===== src/rtl/tgp_pkg.sv =====
package tgp_pkg;

    // Field and register widths
    localparam int OUT_W       = 24;
    localparam int BASE_W      = 24;
    localparam int COORD_W     = 12;
    localparam int CHAR_W      = 8;
    localparam int BPP_W       = 2;
    localparam int CFG_IDX_W   = 3;
    localparam int CFG_DATA_W  = 24;

    // Internal arithmetic widths
    localparam int IDX_W       = 6;
    localparam int SUM_W       = COORD_W + 1;
    localparam int PROD_W      = SUM_W + COORD_W;
    localparam int LIN_W       = PROD_W + 1;
    localparam int OFF_W       = LIN_W + BPP_W;
    localparam int GLYPH_OFF_W = IDX_W + 3 + BPP_W;
    localparam int LWB_W       = COORD_W + BPP_W;
    localparam int NL_STEP_W   = LWB_W + 3;
    localparam int STEP8_W     = BPP_W + 3;

    // Queue between front and back
    localparam int QUEUE_DEPTH = 4;
    localparam int QPTR_W      = $clog2(QUEUE_DEPTH);

    // Reset values of the configuration registers
    localparam logic [COORD_W-1:0] LINE_WIDTH_RESET = 12'd320;
    localparam logic [BPP_W-1:0]   BPP_RESET        = 2'd1;

    // Special character codes
    localparam logic [CHAR_W-1:0] CHR_NUL     = 8'h00;
    localparam logic [CHAR_W-1:0] CHR_SPACE   = 8'h20;
    localparam logic [CHAR_W-1:0] CHR_NEWLINE = 8'h40;

    // Glyph slots
    localparam logic [IDX_W-1:0] IDX_DIGIT_BASE = 6'd27;
    localparam logic [IDX_W-1:0] IDX_UNKNOWN    = 6'd43;

    typedef enum logic [CFG_IDX_W-1:0] {
        REG_SCREEN_BASE = 3'd0,
        REG_FONT_BASE   = 3'd1,
        REG_LINE_WIDTH  = 3'd2,
        REG_ORIGIN_X    = 3'd3,
        REG_ORIGIN_Y    = 3'd4,
        REG_BPP         = 3'd5
    } cfg_reg_t;

    typedef enum logic [1:0] {
        KIND_NUL     = 2'd0,
        KIND_NEWLINE = 2'd1,
        KIND_SPACE   = 2'd2,
        KIND_GLYPH   = 2'd3
    } char_kind_t;

    typedef struct packed {
        logic               first_of_string;
        logic [COORD_W-1:0] pos_x;
        logic [COORD_W-1:0] pos_y;
        logic [CHAR_W-1:0]  char_code;
    } item_t;

    typedef struct packed {
        logic [OUT_W-1:0] glyph_address;
        logic [OUT_W-1:0] dest_address;
        logic             address_overflow;
    } result_t;

    typedef struct packed {
        logic [BASE_W-1:0]  screen_base;
        logic [BASE_W-1:0]  font_base;
        logic [COORD_W-1:0] line_width;
        logic [COORD_W-1:0] origin_x;
        logic [COORD_W-1:0] origin_y;
        logic [BPP_W-1:0]   bytes_per_pixel;
    } cfg_t;

    // Classified command passed from front to back
    typedef struct packed {
        char_kind_t       kind;
        logic             first;
        logic             load_wrap;
        logic             glyph_wrap;
        logic [OUT_W-1:0] glyph_address;
    } cmd_t;

    function automatic char_kind_t char_kind(input logic [CHAR_W-1:0] c);
        char_kind_t k;
        unique case (c)
            CHR_NUL:     k = KIND_NUL;
            CHR_NEWLINE: k = KIND_NEWLINE;
            CHR_SPACE:   k = KIND_SPACE;
            default:     k = KIND_GLYPH;
        endcase
        return k;
    endfunction

    // Font slot of a character: letters fold case, digits start at IDX_DIGIT_BASE
    function automatic logic [IDX_W-1:0] glyph_index(input logic [CHAR_W-1:0] c);
        logic [IDX_W-1:0] idx;
        unique case (c) inside
            [8'h41:8'h5A]: idx = IDX_W'(c - 8'h41);
            [8'h61:8'h7A]: idx = IDX_W'(c - 8'h61);
            [8'h30:8'h39]: idx = IDX_W'(c - 8'h30) + IDX_DIGIT_BASE;
            8'h21:         idx = 6'd37;   // !
            8'h3B:         idx = 6'd38;   // ;
            8'h3A:         idx = 6'd39;   // :
            8'h27:         idx = 6'd40;   // apostrophe
            8'h2D:         idx = 6'd41;   // -
            8'h2E:         idx = 6'd42;   // .
            8'h3F:         idx = 6'd43;   // ?
            8'h3C:         idx = 6'd44;   // <
            8'h3E:         idx = 6'd45;   // >
            8'h26:         idx = 6'd46;   // &
            8'h2A:         idx = 6'd47;   // *
            8'h28:         idx = 6'd48;   // (
            8'h29:         idx = 6'd49;   // )
            8'h23:         idx = 6'd50;   // #
            8'h5F:         idx = 6'd51;   // _
            8'h3D:         idx = 6'd52;   // =
            8'h5B:         idx = 6'd53;   // [
            8'h5D:         idx = 6'd54;   // ]
            8'h7C:         idx = 6'd55;   // |
            default:       idx = IDX_UNKNOWN;
        endcase
        return idx;
    endfunction

endpackage


===== src/rtl/tgp_front.sv =====
module tgp_front #(
    parameter int AW = 24
) (
    input  logic            clk,
    input  logic            rst_n,
    input  logic            item_valid,
    output logic            item_stall,
    input  tgp_pkg::item_t  item,
    input  tgp_pkg::cfg_t   cfg,
    output logic            push,
    output tgp_pkg::cmd_t   push_cmd,
    output logic [AW-1:0]   push_load,
    input  logic            queue_full
);
    import tgp_pkg::*;

    localparam int XW = ((AW > OFF_W) ? AW : OFF_W) + 2;

    logic adv1;
    logic adv2;
    logic adv3;

    logic s1_valid_reg, s1_valid_next;
    logic s2_valid_reg, s2_valid_next;
    logic s3_valid_reg, s3_valid_next;

    // Stage 1: row product and classification
    logic [SUM_W-1:0]  ysum;
    logic [PROD_W-1:0] s1_prod_reg, s1_prod_next;
    logic [SUM_W-1:0]  s1_xsum_reg, s1_xsum_next;
    logic              s1_first_reg;
    char_kind_t        s1_kind_reg, s1_kind_next;
    logic [IDX_W-1:0]  s1_idx_reg, s1_idx_next;

    // Stage 2: byte offsets
    logic [LIN_W-1:0]       lin;
    logic [OFF_W-1:0]       s2_off_reg, s2_off_next;
    logic [GLYPH_OFF_W-1:0] s2_goff_reg, s2_goff_next;
    logic                   s2_first_reg;
    char_kind_t             s2_kind_reg;

    // Stage 3: absolute addresses and wrap flags
    logic [XW-1:0] off_ext;
    logic [XW-1:0] load_sum;
    logic [XW-1:0] glyph_sum;
    cmd_t          s3_cmd_reg, s3_cmd_next;
    logic [AW-1:0] s3_load_reg, s3_load_next;

    // Advance each stage when the one after it frees up
    assign adv3       = !s3_valid_reg || !queue_full;
    assign adv2       = !s2_valid_reg || adv3;
    assign adv1       = !s1_valid_reg || adv2;
    assign item_stall = !adv1;
    assign push       = s3_valid_reg && !queue_full;

    assign s1_valid_next = adv1 ? item_valid   : s1_valid_reg;
    assign s2_valid_next = adv2 ? s1_valid_reg : s2_valid_reg;
    assign s3_valid_next = adv3 ? s2_valid_reg : s3_valid_reg;

    always_comb
    begin
        ysum         = SUM_W'(cfg.origin_y) + SUM_W'(item.pos_y);
        s1_prod_next = PROD_W'(ysum) * PROD_W'(cfg.line_width);
        s1_xsum_next = SUM_W'(cfg.origin_x) + SUM_W'(item.pos_x);
        s1_kind_next = char_kind(item.char_code);
        s1_idx_next  = glyph_index(item.char_code);
    end

    always_comb
    begin
        lin          = LIN_W'(s1_prod_reg) + LIN_W'(s1_xsum_reg);
        s2_off_next  = OFF_W'(lin) * OFF_W'(cfg.bytes_per_pixel);
        s2_goff_next = GLYPH_OFF_W'({s1_idx_reg, 3'b000})
                       * GLYPH_OFF_W'(cfg.bytes_per_pixel);
    end

    always_comb
    begin
        off_ext   = XW'(s2_off_reg);
        load_sum  = XW'(cfg.screen_base) + XW'(off_ext[AW-1:0]);
        glyph_sum = XW'(cfg.font_base) + XW'(s2_goff_reg);

        s3_load_next              = load_sum[AW-1:0];
        s3_cmd_next.kind          = s2_kind_reg;
        s3_cmd_next.first         = s2_first_reg;
        s3_cmd_next.load_wrap     = (|off_ext[XW-1:AW]) || (|load_sum[XW-1:AW]);
        s3_cmd_next.glyph_wrap    = |glyph_sum[XW-1:AW];
        s3_cmd_next.glyph_address = OUT_W'(glyph_sum[AW-1:0]);
    end

    assign push_cmd  = s3_cmd_reg;
    assign push_load = s3_load_reg;

    // Stage valid bits
    always_ff @(posedge clk or negedge rst_n)
    begin
        if (!rst_n)
        begin
            s1_valid_reg <= 1'b0;
            s2_valid_reg <= 1'b0;
            s3_valid_reg <= 1'b0;
        end
        else
        begin
            s1_valid_reg <= s1_valid_next;
            s2_valid_reg <= s2_valid_next;
            s3_valid_reg <= s3_valid_next;
        end
    end

    // Stage payloads
    always_ff @(posedge clk)
    begin
        if (adv1)
        begin
            s1_prod_reg  <= s1_prod_next;
            s1_xsum_reg  <= s1_xsum_next;
            s1_first_reg <= item.first_of_string;
            s1_kind_reg  <= s1_kind_next;
            s1_idx_reg   <= s1_idx_next;
        end
        if (adv2)
        begin
            s2_off_reg   <= s2_off_next;
            s2_goff_reg  <= s2_goff_next;
            s2_first_reg <= s1_first_reg;
            s2_kind_reg  <= s1_kind_reg;
        end
        if (adv3)
        begin
            s3_cmd_reg  <= s3_cmd_next;
            s3_load_reg <= s3_load_next;
        end
    end

endmodule


===== src/rtl/tgp_queue.sv =====
module tgp_queue #(
    parameter int W = 8
) (
    input  logic         clk,
    input  logic         rst_n,
    input  logic         push,
    input  logic [W-1:0] push_data,
    output logic         full,
    input  logic         pop,
    output logic         empty,
    output logic [W-1:0] pop_data
);
    import tgp_pkg::*;

    logic [W-1:0]      entry_reg [QUEUE_DEPTH];
    logic [QPTR_W-1:0] wr_ptr_reg, wr_ptr_next;
    logic [QPTR_W-1:0] rd_ptr_reg, rd_ptr_next;
    logic [QPTR_W:0]   count_reg, count_next;

    assign full     = (count_reg == (QPTR_W + 1)'(QUEUE_DEPTH));
    assign empty    = (count_reg == '0);
    assign pop_data = entry_reg[rd_ptr_reg];

    // Advance pointers and the fill count
    always_comb
    begin
        wr_ptr_next = push ? wr_ptr_reg + 1'b1 : wr_ptr_reg;
        rd_ptr_next = pop  ? rd_ptr_reg + 1'b1 : rd_ptr_reg;
        count_next  = count_reg;
        if (push && !pop)
        begin
            count_next = count_reg + 1'b1;
        end
        else if (pop && !push)
        begin
            count_next = count_reg - 1'b1;
        end
    end

    always_ff @(posedge clk or negedge rst_n)
    begin
        if (!rst_n)
        begin
            wr_ptr_reg <= '0;
            rd_ptr_reg <= '0;
            count_reg  <= '0;
        end
        else
        begin
            wr_ptr_reg <= wr_ptr_next;
            rd_ptr_reg <= rd_ptr_next;
            count_reg  <= count_next;
        end
    end

    // Write the incoming entry
    always_ff @(posedge clk)
    begin
        if (push)
        begin
            entry_reg[wr_ptr_reg] <= push_data;
        end
    end

endmodule


===== src/rtl/tgp_back.sv =====
module tgp_back #(
    parameter int AW = 24
) (
    input  logic             clk,
    input  logic             rst_n,
    input  tgp_pkg::cfg_t    cfg,
    input  logic             queue_empty,
    input  tgp_pkg::cmd_t    pop_cmd,
    input  logic [AW-1:0]    pop_load,
    output logic             pop,
    output logic             result_valid,
    input  logic             result_stall,
    output tgp_pkg::result_t result
);
    import tgp_pkg::*;

    localparam int XW = ((AW > OFF_W) ? AW : OFF_W) + 2;

    logic [AW-1:0] cursor_reg, cursor_next;
    logic [AW-1:0] line_start_reg, line_start_next;
    logic          cursor_wrap_reg, cursor_wrap_next;
    logic          line_wrap_reg, line_wrap_next;
    logic          result_valid_reg, result_valid_next;
    result_t       result_reg, result_next;

    logic [LWB_W-1:0]     lwb;
    logic [NL_STEP_W-1:0] nl_step_reg, nl_step_next;
    logic [STEP8_W-1:0]   step8;

    logic          take;
    logic          emit;
    logic [AW-1:0] cur_in;
    logic [AW-1:0] ls_in;
    logic          cur_wrap_in;
    logic          ls_wrap_in;
    logic [XW-1:0] adv_sum;
    logic [XW-1:0] nl_sum;

    // Newline and glyph steps from the configuration
    assign lwb          = LWB_W'(cfg.line_width) * LWB_W'(cfg.bytes_per_pixel);
    assign nl_step_next = {lwb, 3'b000};
    assign step8        = {cfg.bytes_per_pixel, 3'b000};

    // Take a command when the output register is free or being drained
    assign take = !result_valid_reg || !result_stall;
    assign pop  = !queue_empty && take;
    assign emit = pop && (pop_cmd.kind == KIND_GLYPH);

    always_comb
    begin
        cur_in      = pop_cmd.first ? pop_load           : cursor_reg;
        ls_in       = pop_cmd.first ? pop_load           : line_start_reg;
        cur_wrap_in = pop_cmd.first ? pop_cmd.load_wrap  : cursor_wrap_reg;
        ls_wrap_in  = pop_cmd.first ? pop_cmd.load_wrap  : line_wrap_reg;
        adv_sum     = XW'(cur_in) + XW'(step8);
        nl_sum      = XW'(ls_in) + XW'(nl_step_reg);

        cursor_next      = cursor_reg;
        line_start_next  = line_start_reg;
        cursor_wrap_next = cursor_wrap_reg;
        line_wrap_next   = line_wrap_reg;

        if (pop)
        begin
            unique case (pop_cmd.kind) inside
                KIND_NUL:
                begin
                    cursor_next      = cur_in;
                    line_start_next  = ls_in;
                    cursor_wrap_next = cur_wrap_in;
                    line_wrap_next   = ls_wrap_in;
                end
                KIND_NEWLINE:
                begin
                    line_start_next  = nl_sum[AW-1:0];
                    cursor_next      = nl_sum[AW-1:0];
                    line_wrap_next   = ls_wrap_in || (|nl_sum[XW-1:AW]);
                    cursor_wrap_next = ls_wrap_in || (|nl_sum[XW-1:AW]);
                end
                KIND_SPACE, KIND_GLYPH:
                begin
                    cursor_next      = adv_sum[AW-1:0];
                    cursor_wrap_next = cur_wrap_in || (|adv_sum[XW-1:AW]);
                    line_start_next  = ls_in;
                    line_wrap_next   = ls_wrap_in;
                end
                default:
                begin
                    cursor_next = cursor_reg;
                end
            endcase
        end
    end

    // Build the result from the cursor before it advances
    always_comb
    begin
        result_next.glyph_address    = pop_cmd.glyph_address;
        result_next.dest_address     = OUT_W'(cur_in);
        result_next.address_overflow = pop_cmd.glyph_wrap || cur_wrap_in;
        result_valid_next            = take ? emit : result_valid_reg;
    end

    assign result_valid = result_valid_reg;
    assign result       = result_reg;

    always_ff @(posedge clk or negedge rst_n)
    begin
        if (!rst_n)
        begin
            cursor_reg       <= '0;
            line_start_reg   <= '0;
            cursor_wrap_reg  <= 1'b0;
            line_wrap_reg    <= 1'b0;
            result_valid_reg <= 1'b0;
        end
        else
        begin
            cursor_reg       <= cursor_next;
            line_start_reg   <= line_start_next;
            cursor_wrap_reg  <= cursor_wrap_next;
            line_wrap_reg    <= line_wrap_next;
            result_valid_reg <= result_valid_next;
        end
    end

    // Hold the result until transfer; track the newline step every cycle
    always_ff @(posedge clk)
    begin
        nl_step_reg <= nl_step_next;
        if (emit)
        begin
            result_reg <= result_next;
        end
    end

endmodule


===== src/rtl/text_glyph_placer.sv =====
// Path: a character taken in passes three front stages, the queue and the output
// register before its result is offered. Throughput: one character per cycle while
// the queue has room; the output register and a four-entry queue let the input keep
// flowing while a result waits to be taken.
// Reset (rst_n, async, active low) clears cursor, line start, wrap marks and all
// valid bits; configuration returns to line width 320, one byte per pixel, bases 0.
module text_glyph_placer #(
    parameter int ADDRESS_WIDTH = 24
) (
    input  logic                                clk,
    input  logic                                rst_n,
    input  logic                                item_valid,
    output logic                                item_stall,
    input  tgp_pkg::item_t                      item,
    output logic                                result_valid,
    input  logic                                result_stall,
    output tgp_pkg::result_t                    result,
    input  logic                                cfg_valid,
    output logic                                cfg_ready,
    input  logic [tgp_pkg::CFG_IDX_W-1:0]       cfg_index,
    input  logic [tgp_pkg::CFG_DATA_W-1:0]      cfg_data
);
    import tgp_pkg::*;

    localparam int QW = $bits(cmd_t) + ADDRESS_WIDTH;

    cfg_t cfg_reg, cfg_next;

    logic                     push;
    cmd_t                     push_cmd;
    logic [ADDRESS_WIDTH-1:0] push_load;
    logic                     queue_full;
    logic                     queue_empty;
    logic                     pop;
    logic [QW-1:0]            pop_data;
    cmd_t                     pop_cmd;
    logic [ADDRESS_WIDTH-1:0] pop_load;

    // Configuration writes are always taken
    assign cfg_ready = 1'b1;

    always_comb
    begin
        cfg_next = cfg_reg;
        if (cfg_valid)
        begin
            unique case (cfg_index)
                REG_SCREEN_BASE: cfg_next.screen_base     = cfg_data[BASE_W-1:0];
                REG_FONT_BASE:   cfg_next.font_base       = cfg_data[BASE_W-1:0];
                REG_LINE_WIDTH:  cfg_next.line_width      = cfg_data[COORD_W-1:0];
                REG_ORIGIN_X:    cfg_next.origin_x        = cfg_data[COORD_W-1:0];
                REG_ORIGIN_Y:    cfg_next.origin_y        = cfg_data[COORD_W-1:0];
                REG_BPP:         cfg_next.bytes_per_pixel = cfg_data[BPP_W-1:0];
                default:         cfg_next = cfg_reg;
            endcase
        end
    end

    always_ff @(posedge clk or negedge rst_n)
    begin
        if (!rst_n)
        begin
            cfg_reg.screen_base     <= '0;
            cfg_reg.font_base       <= '0;
            cfg_reg.line_width      <= LINE_WIDTH_RESET;
            cfg_reg.origin_x        <= '0;
            cfg_reg.origin_y        <= '0;
            cfg_reg.bytes_per_pixel <= BPP_RESET;
        end
        else
        begin
            cfg_reg <= cfg_next;
        end
    end

    // Accept, classify and compute load and glyph addresses
    tgp_front #(
        .AW (ADDRESS_WIDTH)
    ) u_front (
        .clk        (clk),
        .rst_n      (rst_n),
        .item_valid (item_valid),
        .item_stall (item_stall),
        .item       (item),
        .cfg        (cfg_reg),
        .push       (push),
        .push_cmd   (push_cmd),
        .push_load  (push_load),
        .queue_full (queue_full)
    );

    // Decouple front and back
    tgp_queue #(
        .W (QW)
    ) u_queue (
        .clk       (clk),
        .rst_n     (rst_n),
        .push      (push),
        .push_data ({push_cmd, push_load}),
        .full      (queue_full),
        .pop       (pop),
        .empty     (queue_empty),
        .pop_data  (pop_data)
    );

    assign pop_cmd  = pop_data[QW-1:ADDRESS_WIDTH];
    assign pop_load = pop_data[ADDRESS_WIDTH-1:0];

    // Move the cursor and emit placements
    tgp_back #(
        .AW (ADDRESS_WIDTH)
    ) u_back (
        .clk          (clk),
        .rst_n        (rst_n),
        .cfg          (cfg_reg),
        .queue_empty  (queue_empty),
        .pop_cmd      (pop_cmd),
        .pop_load     (pop_load),
        .pop          (pop),
        .result_valid (result_valid),
        .result_stall (result_stall),
        .result       (result)
    );

endmodule


===== config.mk =====
export PLATFORM = sky130hd
export DESIGN_NAME = text_glyph_placer
export DESIGN_NICKNAME = d
export VERILOG_FILES = /design/src/rtl/tgp_pkg.sv /design/src/rtl/tgp_front.sv /design/src/rtl/tgp_queue.sv /design/src/rtl/tgp_back.sv /design/src/rtl/text_glyph_placer.sv
export SDC_FILE = /design/constraint.sdc
export NUM_CORES = 1
export LEC_CHECK = 0
export ABC_AREA = 0
export BUFFER_PORTS_ARGS = -buffer_cell sky130_fd_sc_hd__buf_2
export CAP_MARGIN = 20
export CORE_UTILIZATION = 35
export DETAILED_ROUTE_END_ITERATION = 12
export SKIP_CTS_REPAIR_TIMING = 1
export SKIP_LAST_GASP = 1
export SLEW_MARGIN = 20
export SYNTH_ARGS = -nofsm -noshare
export SYNTH_HDL_FRONTEND = slang
export SYNTH_SLANG_ARGS = --single-unit

===== constraint.sdc =====
create_clock -name clk -period 7 [get_ports clk]
set_input_delay 0 -clock clk [delete_from_list [all_inputs] [get_ports clk]]
set_output_delay 0 -clock clk [all_outputs]
set_load 0.02 [all_outputs]

==> results of run 1 <==
-- cells in the final DEF, fill, tap and decap left out, types with 17 or more instances in the layout --
cell / count
or3_1: 17
o21ai_0: 117
edfxtp_1: 400
dlygate4sd3_1: 56
nor3_1: 30
nor2b_1: 53
o21bai_1: 17
nand2b_1: 18
a31oi_1: 21
xor2_1: 45
a21o_1: 44
a21oi_1: 127
and2_1: 131
xnor2_1: 103
mux2_2: 91
o21a_1: 24
fa_1: 119
mux4_2: 52
nor2_1: 143
ha_1: 190
clkbuf_16: 61
buf_2: 114
inv_1: 223
nand3_1: 36
buf_4: 65
nand2_1: 275
dfrtp_1: 142
-- through the flow --
stage          cell area [µm²]  cells
2_1_floorplan            32600   2778
3_3_place_gp             34900   4102
3_5_place_dp             34900   4102
4_1_cts                  37000   4217
5_1_grt                  37900   4279
6_report                 37900   4281
-- layout make-up --
type                    count  area [µm²]
fillers                  8724       54100
flip-flops and latches    561       16000
multi-input cells        1884       15600
repair buffers            242        1720
clock buffers              72        1600
well taps                1243        1560
inverters                 234         878
clock inverters            43         477
diodes                      2        5.00
-- Yosys cell counts (all sizes together) (15+ instances only) --
cell / instances
edfxtp: 400
nand2: 278
inv: 234
ha: 198
nor2: 147
dfrtp: 144
and2: 136
a21oi: 134
fa: 121
o21ai: 121
xnor2: 105
mux2: 93
clkbuf: 74
nor2b: 53
mux4: 52
xor2: 45
a21o: 44
nand3: 39
nor3: 33
buf: 25
o21a: 24
a31oi: 23
nand2b: 18
o21bai: 17
or3: 17
a21boi: 15
-- logic make-up (layout without fill, tap and decap cells) --
group | Yosys count | after routing | synth area share
compound gates | 482 | 482 | 0.0933
xor+xnor | 150 | 150 | 0.0403
fa+ha+maj | 319 | 319 | 0.150
buf+inv | 333 | 591 | 0.0395
flops | 561 | 561 | 0.490
mux | 154 | 154 | 0.0712
other cells | 1 | 3 | 0.000115
simple gates | 778 | 778 | 0.115
-- path summary, 6_finish.rpt --
kind | from | endpoint | slack [ns]
min in group clk | item[8] | u_front.s1_prod_reg[0] | 0.06
hold reg to reg | u_front.s1_kind_reg[1] | u_front.s2_kind_reg[1] | 0.42
max in group asynchronous | rst_n | u_queue.rd_ptr_reg[0] | 5.41
setup reg to reg | cfg_reg[2] | u_front.s1_prod_reg[24] | 0.14
hold / removal | rst_n | cfg_reg[58] | 0.03
setup / recovery | cfg_reg[2] | u_front.s1_prod_reg[24] | 0.14
-- critical path: cells and delay by family, from the launching register on --
kind / cells / cell delay, ns
AOI/OAI and AO/OA: 12 / 2.09
xor gates and xnor gates: 1 / 0.09
adders and majority gates: 8 / 3.09
buffers and inverters: 5 / 0.38
DFF: 1 / 0.38
and+or+nand+nor: 3 / 0.55
-- metal layers --
metal | track usage | part of all wire | up-vias
li1 | - | - | 10248
met1 | 0.211 | 0.44 | 10465
met2 | 0.285 | 0.50 | 378
met3 | 0.0177 | 0.034 | 127
met4 | 0.0488 | 0.029 | 0
met5 | 0 | 0 | -
==> results_dict.tcl, run 1 <==
set metrics [dict create \
    status "finished, final reports clean" \
    cts-root-buf "clkbuf_16" \
    gp_congestion 0.849 \
    coreArea_mm2 0.0919 \
    hold_ws_ns 0.0268 \
    timing.final.ws_setup_ns 0.144 \
    antenna_found_initial 2 \
    yosys_most_used_dff "edfxtp_1" \
    post-route-min-period_ns 6.86 \
    crit_path_max_fanout 4 \
    synth.largest_area_cell "edfxtp_1" \
    slew_headroom 0.364 \
    grt_pass1_vias 20976 \
    detail-route-antenna-nets 0 \
    cp.required_ns 7.34 \
    die-area_mm2 0.0944 \
    vias 21218 \
    synthArstFlopShare 0.262 \
    synth.distinct_cells 77 \
    yosysTopAreaCellShare 0.368 \
    totalWireLength_um 77000 \
    numPortBuffers 115 \
    nets 3368 \
    cts_tree "built" \
    grt_overflow_total 0 \
    tightestPinTransition_ns 0.954 \
    skew_ns 0.0684 \
    cp_common_cell "fa_1" \
    ios 117 \
    period_share 0.979 \
    ys_seq_area_frac 0.490 \
    clk_pin_slew_ns 0.06 \
    cap_violations 0 \
    setup_viol 0 \
    synthTopCellsByArea "edfxtp_1 37%, dfrtp_1 11%, ha_1 7.6%" \
    die_w_um 307 \
    clock.fmax_ghz 0.146 \
    arrival_ns 7.19 \
    dp_hpwl_um 55200 \
    netlist_area_mm2 0.0326 \
    synthToLayoutAreaGrowth_pct 16.1 \
    firstDrtPassIters 5 \
    insertion_delay_ns 0.66 \
    synth_cells 2778 \
    drive_gt1_frac 0.166 \
    clk_path_buf_depth 3 \
    reg2reg_depth 29 \
    synth_seq_cells 561 \
    end_kind "register" \
    fin_util 0.412 \
    place_ws_ns -0.207 \
    drcViolationCount 0 \
    tns_ns 0 \
    cts_buffers 61 \
    start_kind "register" \
    min_path_type "in2async" \
    cpPeakStageDelay_ns 0.55 \
    cp_slowest_cell "fa_1" \
    track_usage 0.163 \
    wl_per_cell_um 18.0 \
    grt_pass1_wl_um 120000 \
    synth_enable_flop_cells 400 \
    grt_max_degree 85 \
    cts_sinks 561 \
    final_max_slew_viol_count 0 \
    vias_per_cell 4.96 \
    synth_nets 3162 \
    finalHoldViolCount 0 \
    start_util 0.355 \
    rsz0062_at_grt "true" \
    die_h_um 307 \
    path_class "reg2reg" \
    fp-row-count 111 \
    largest_reg_flops 212 \
    drt_iter0_markers 1437 \
    ys_warn_count 0 \
    syn_area_per_cell_um2 11.7 \
    h-tree-depth 2 \
]
Power of run 1 is not shown: default switching activity piles up to over one toggle a cycle in this logic, so the estimate is an artifact.
==> run 2: changes to the inputs <==
CTS_BUF_LIST = sky130_fd_sc_hd__clkbuf_16   (was unset)
SETUP_SLACK_MARGIN = 0.02   (was unset)
==> run 2 against run 1 <==
Net effect:
- clock skew is essentially flat
- utilization hardly changed
- fmax is essentially flat
- via count hardly changed
- count of clock-buffer cells in the layout shrank 11
- highest routed layer unchanged
==> results_dict.tcl, run 2 (synthesis results as in run 1) <==
set metrics [dict create \
    dp_hpwl_um 55200 \
    clock.fmax_ghz 0.146 \
    final_common_cell "edfxtp_1" \
    tightestPinTransition_ns 0.950 \
    cp_top_family "adder cells" \
    period_share 0.979 \
    die-area_mm2 0.0944 \
    crit_path_max_fanout 4 \
    start_kind "register" \
    slew_headroom 0.367 \
    die_w_um 307 \
    drt_iter0_markers 1595 \
    numPortBuffers 115 \
    clk_path_buf_depth 3 \
    h-tree-depth 2 \
    firstDrtPassIters 5 \
    cp-endpoint "u_front.s1_prod_reg[24]" \
    vias 21225 \
    cap_violations 0 \
    place_ws_ns -0.207 \
    vias_per_cell 4.96 \
    grt_max_degree 85 \
    post-route-min-period_ns 6.85 \
    dp_cells 4102 \
    clk_pin_slew_ns 0.06 \
    worstSetupPathDepth 29 \
    totalWireLength_um 77000 \
    wl_per_cell_um 18.0 \
    cts_tree "built" \
    finalHoldViolCount 0 \
    fp-row-count 111 \
    crit_start "cfg_reg[2]" \
    r2r-start "cfg_reg[2]" \
    cts-root-buf "clkbuf_16" \
    r2r-end "u_front.s1_prod_reg[24]" \
    coreArea_mm2 0.0919 \
    grt_overflow_total 0 \
    status "finished, final reports clean" \
    cp.required_ns 7.34 \
    cp_slowest_cell "fa_1" \
    track_usage 0.163 \
    nets 3368 \
    worst-path-buf-inv 5 \
    skew_ns 0.0685 \
    layout_common_cells "400 x edfxtp_1, 275 x nand2_1, 230 x inv_1, 189 x ha_1, 143 x nor2_1" \
    synthToLayoutAreaGrowth_pct 16.1 \
    fin_cells 4280 \
    start_util 0.355 \
    timing.final.ws_setup_ns 0.148 \
    fin_util 0.412 \
    reg2reg_depth 29 \
    arrival_ns 7.19 \
    largest_reg_flops 212 \
    hold_ws_ns 0.0290 \
    cpPeakStageDelay_ns 0.54 \
    cts_buffers 61 \
    reg2reg_setup_slack_ns 0.15 \
    drive_gt1_frac 0.165 \
    cp_common_cell "fa_1" \
    antenna_found_initial 2 \
    gp_congestion 0.849 \
    detail-route-antenna-nets 0 \
    die_h_um 307 \
    ios 117 \
    drcViolationCount 0 \
    min_path_type "in2async" \
    setup_viol 0 \
    final_max_slew_viol_count 0 \
    path_class "reg2reg" \
    rsz0062_at_grt "true" \
    grt_pass1_vias 20988 \
    cts_sinks 561 \
    end_kind "register" \
    insertion_delay_ns 0.66 \
    grt_pass1_wl_um 120000 \
]
-- run 2: cell count changes in the layout (fill, tap and decap cells not counted), moves of 3 or more --
cell / change
inv_1: +7
clkbuf_1: -8
clkbuf_8: -3
clkinv_1: +3
-- run 2: worst min-delay path by stage --
stage / slack [ns] / start / end
after global placement: 0.14 / rst_n / cfg_reg[58]
after CTS: -0.58 / rst_n / cfg_reg[85]
after floorplan: -0.30 / rst_n / cfg_reg[10]
final: 0.03 / rst_n / cfg_reg[58]
after global routing: 0.06 / item[8] / u_front.s1_prod_reg[0]
after detailed placement: 0.14 / rst_n / cfg_reg[58]
-- run 2: final cells by class --
class,instances,area (µm²)
Sequential cell,561,16000
Clock inverter,54,518
Antenna cell,1,2.50
Fill cell,8728,54100
Timing Repair Buffer,242,1720
Inverter,234,878
Multi-Input combinational cell,1884,15700
Clock buffer,61,1530
Tap cell,1243,1560
-- run 2: metrics by stage --
step | setup TNS (ns) | area, µm²
final | 0 | 37900
after global routing | -0.671 | 37800
after CTS | -0.629 | 36900
after detailed placement | -0.612 | 34900
after global placement | -0.195 | 34900
after floorplan | 0 | 32600
-- run 2: worst reg2reg max path, delay by kind of cell (launching register included) --
kind / cells / cell delay [ns]
fa+ha+maj: 8 / 3.10
flops: 1 / 0.38
xor+xnor: 1 / 0.09
buf+inv: 5 / 0.38
simple gates: 3 / 0.55
compound gates: 12 / 2.09
-- run 2: metal layers --
metal,global-route usage,vias to the layer above,part of all wire
met5,0,-,0
met4,0.0488,0,0.029
met3,0.0177,125,0.037
met2,0.285,411,0.50
met1,0.211,10446,0.43
li1,-,10243,-
Power of run 2 is left out for the same reason.
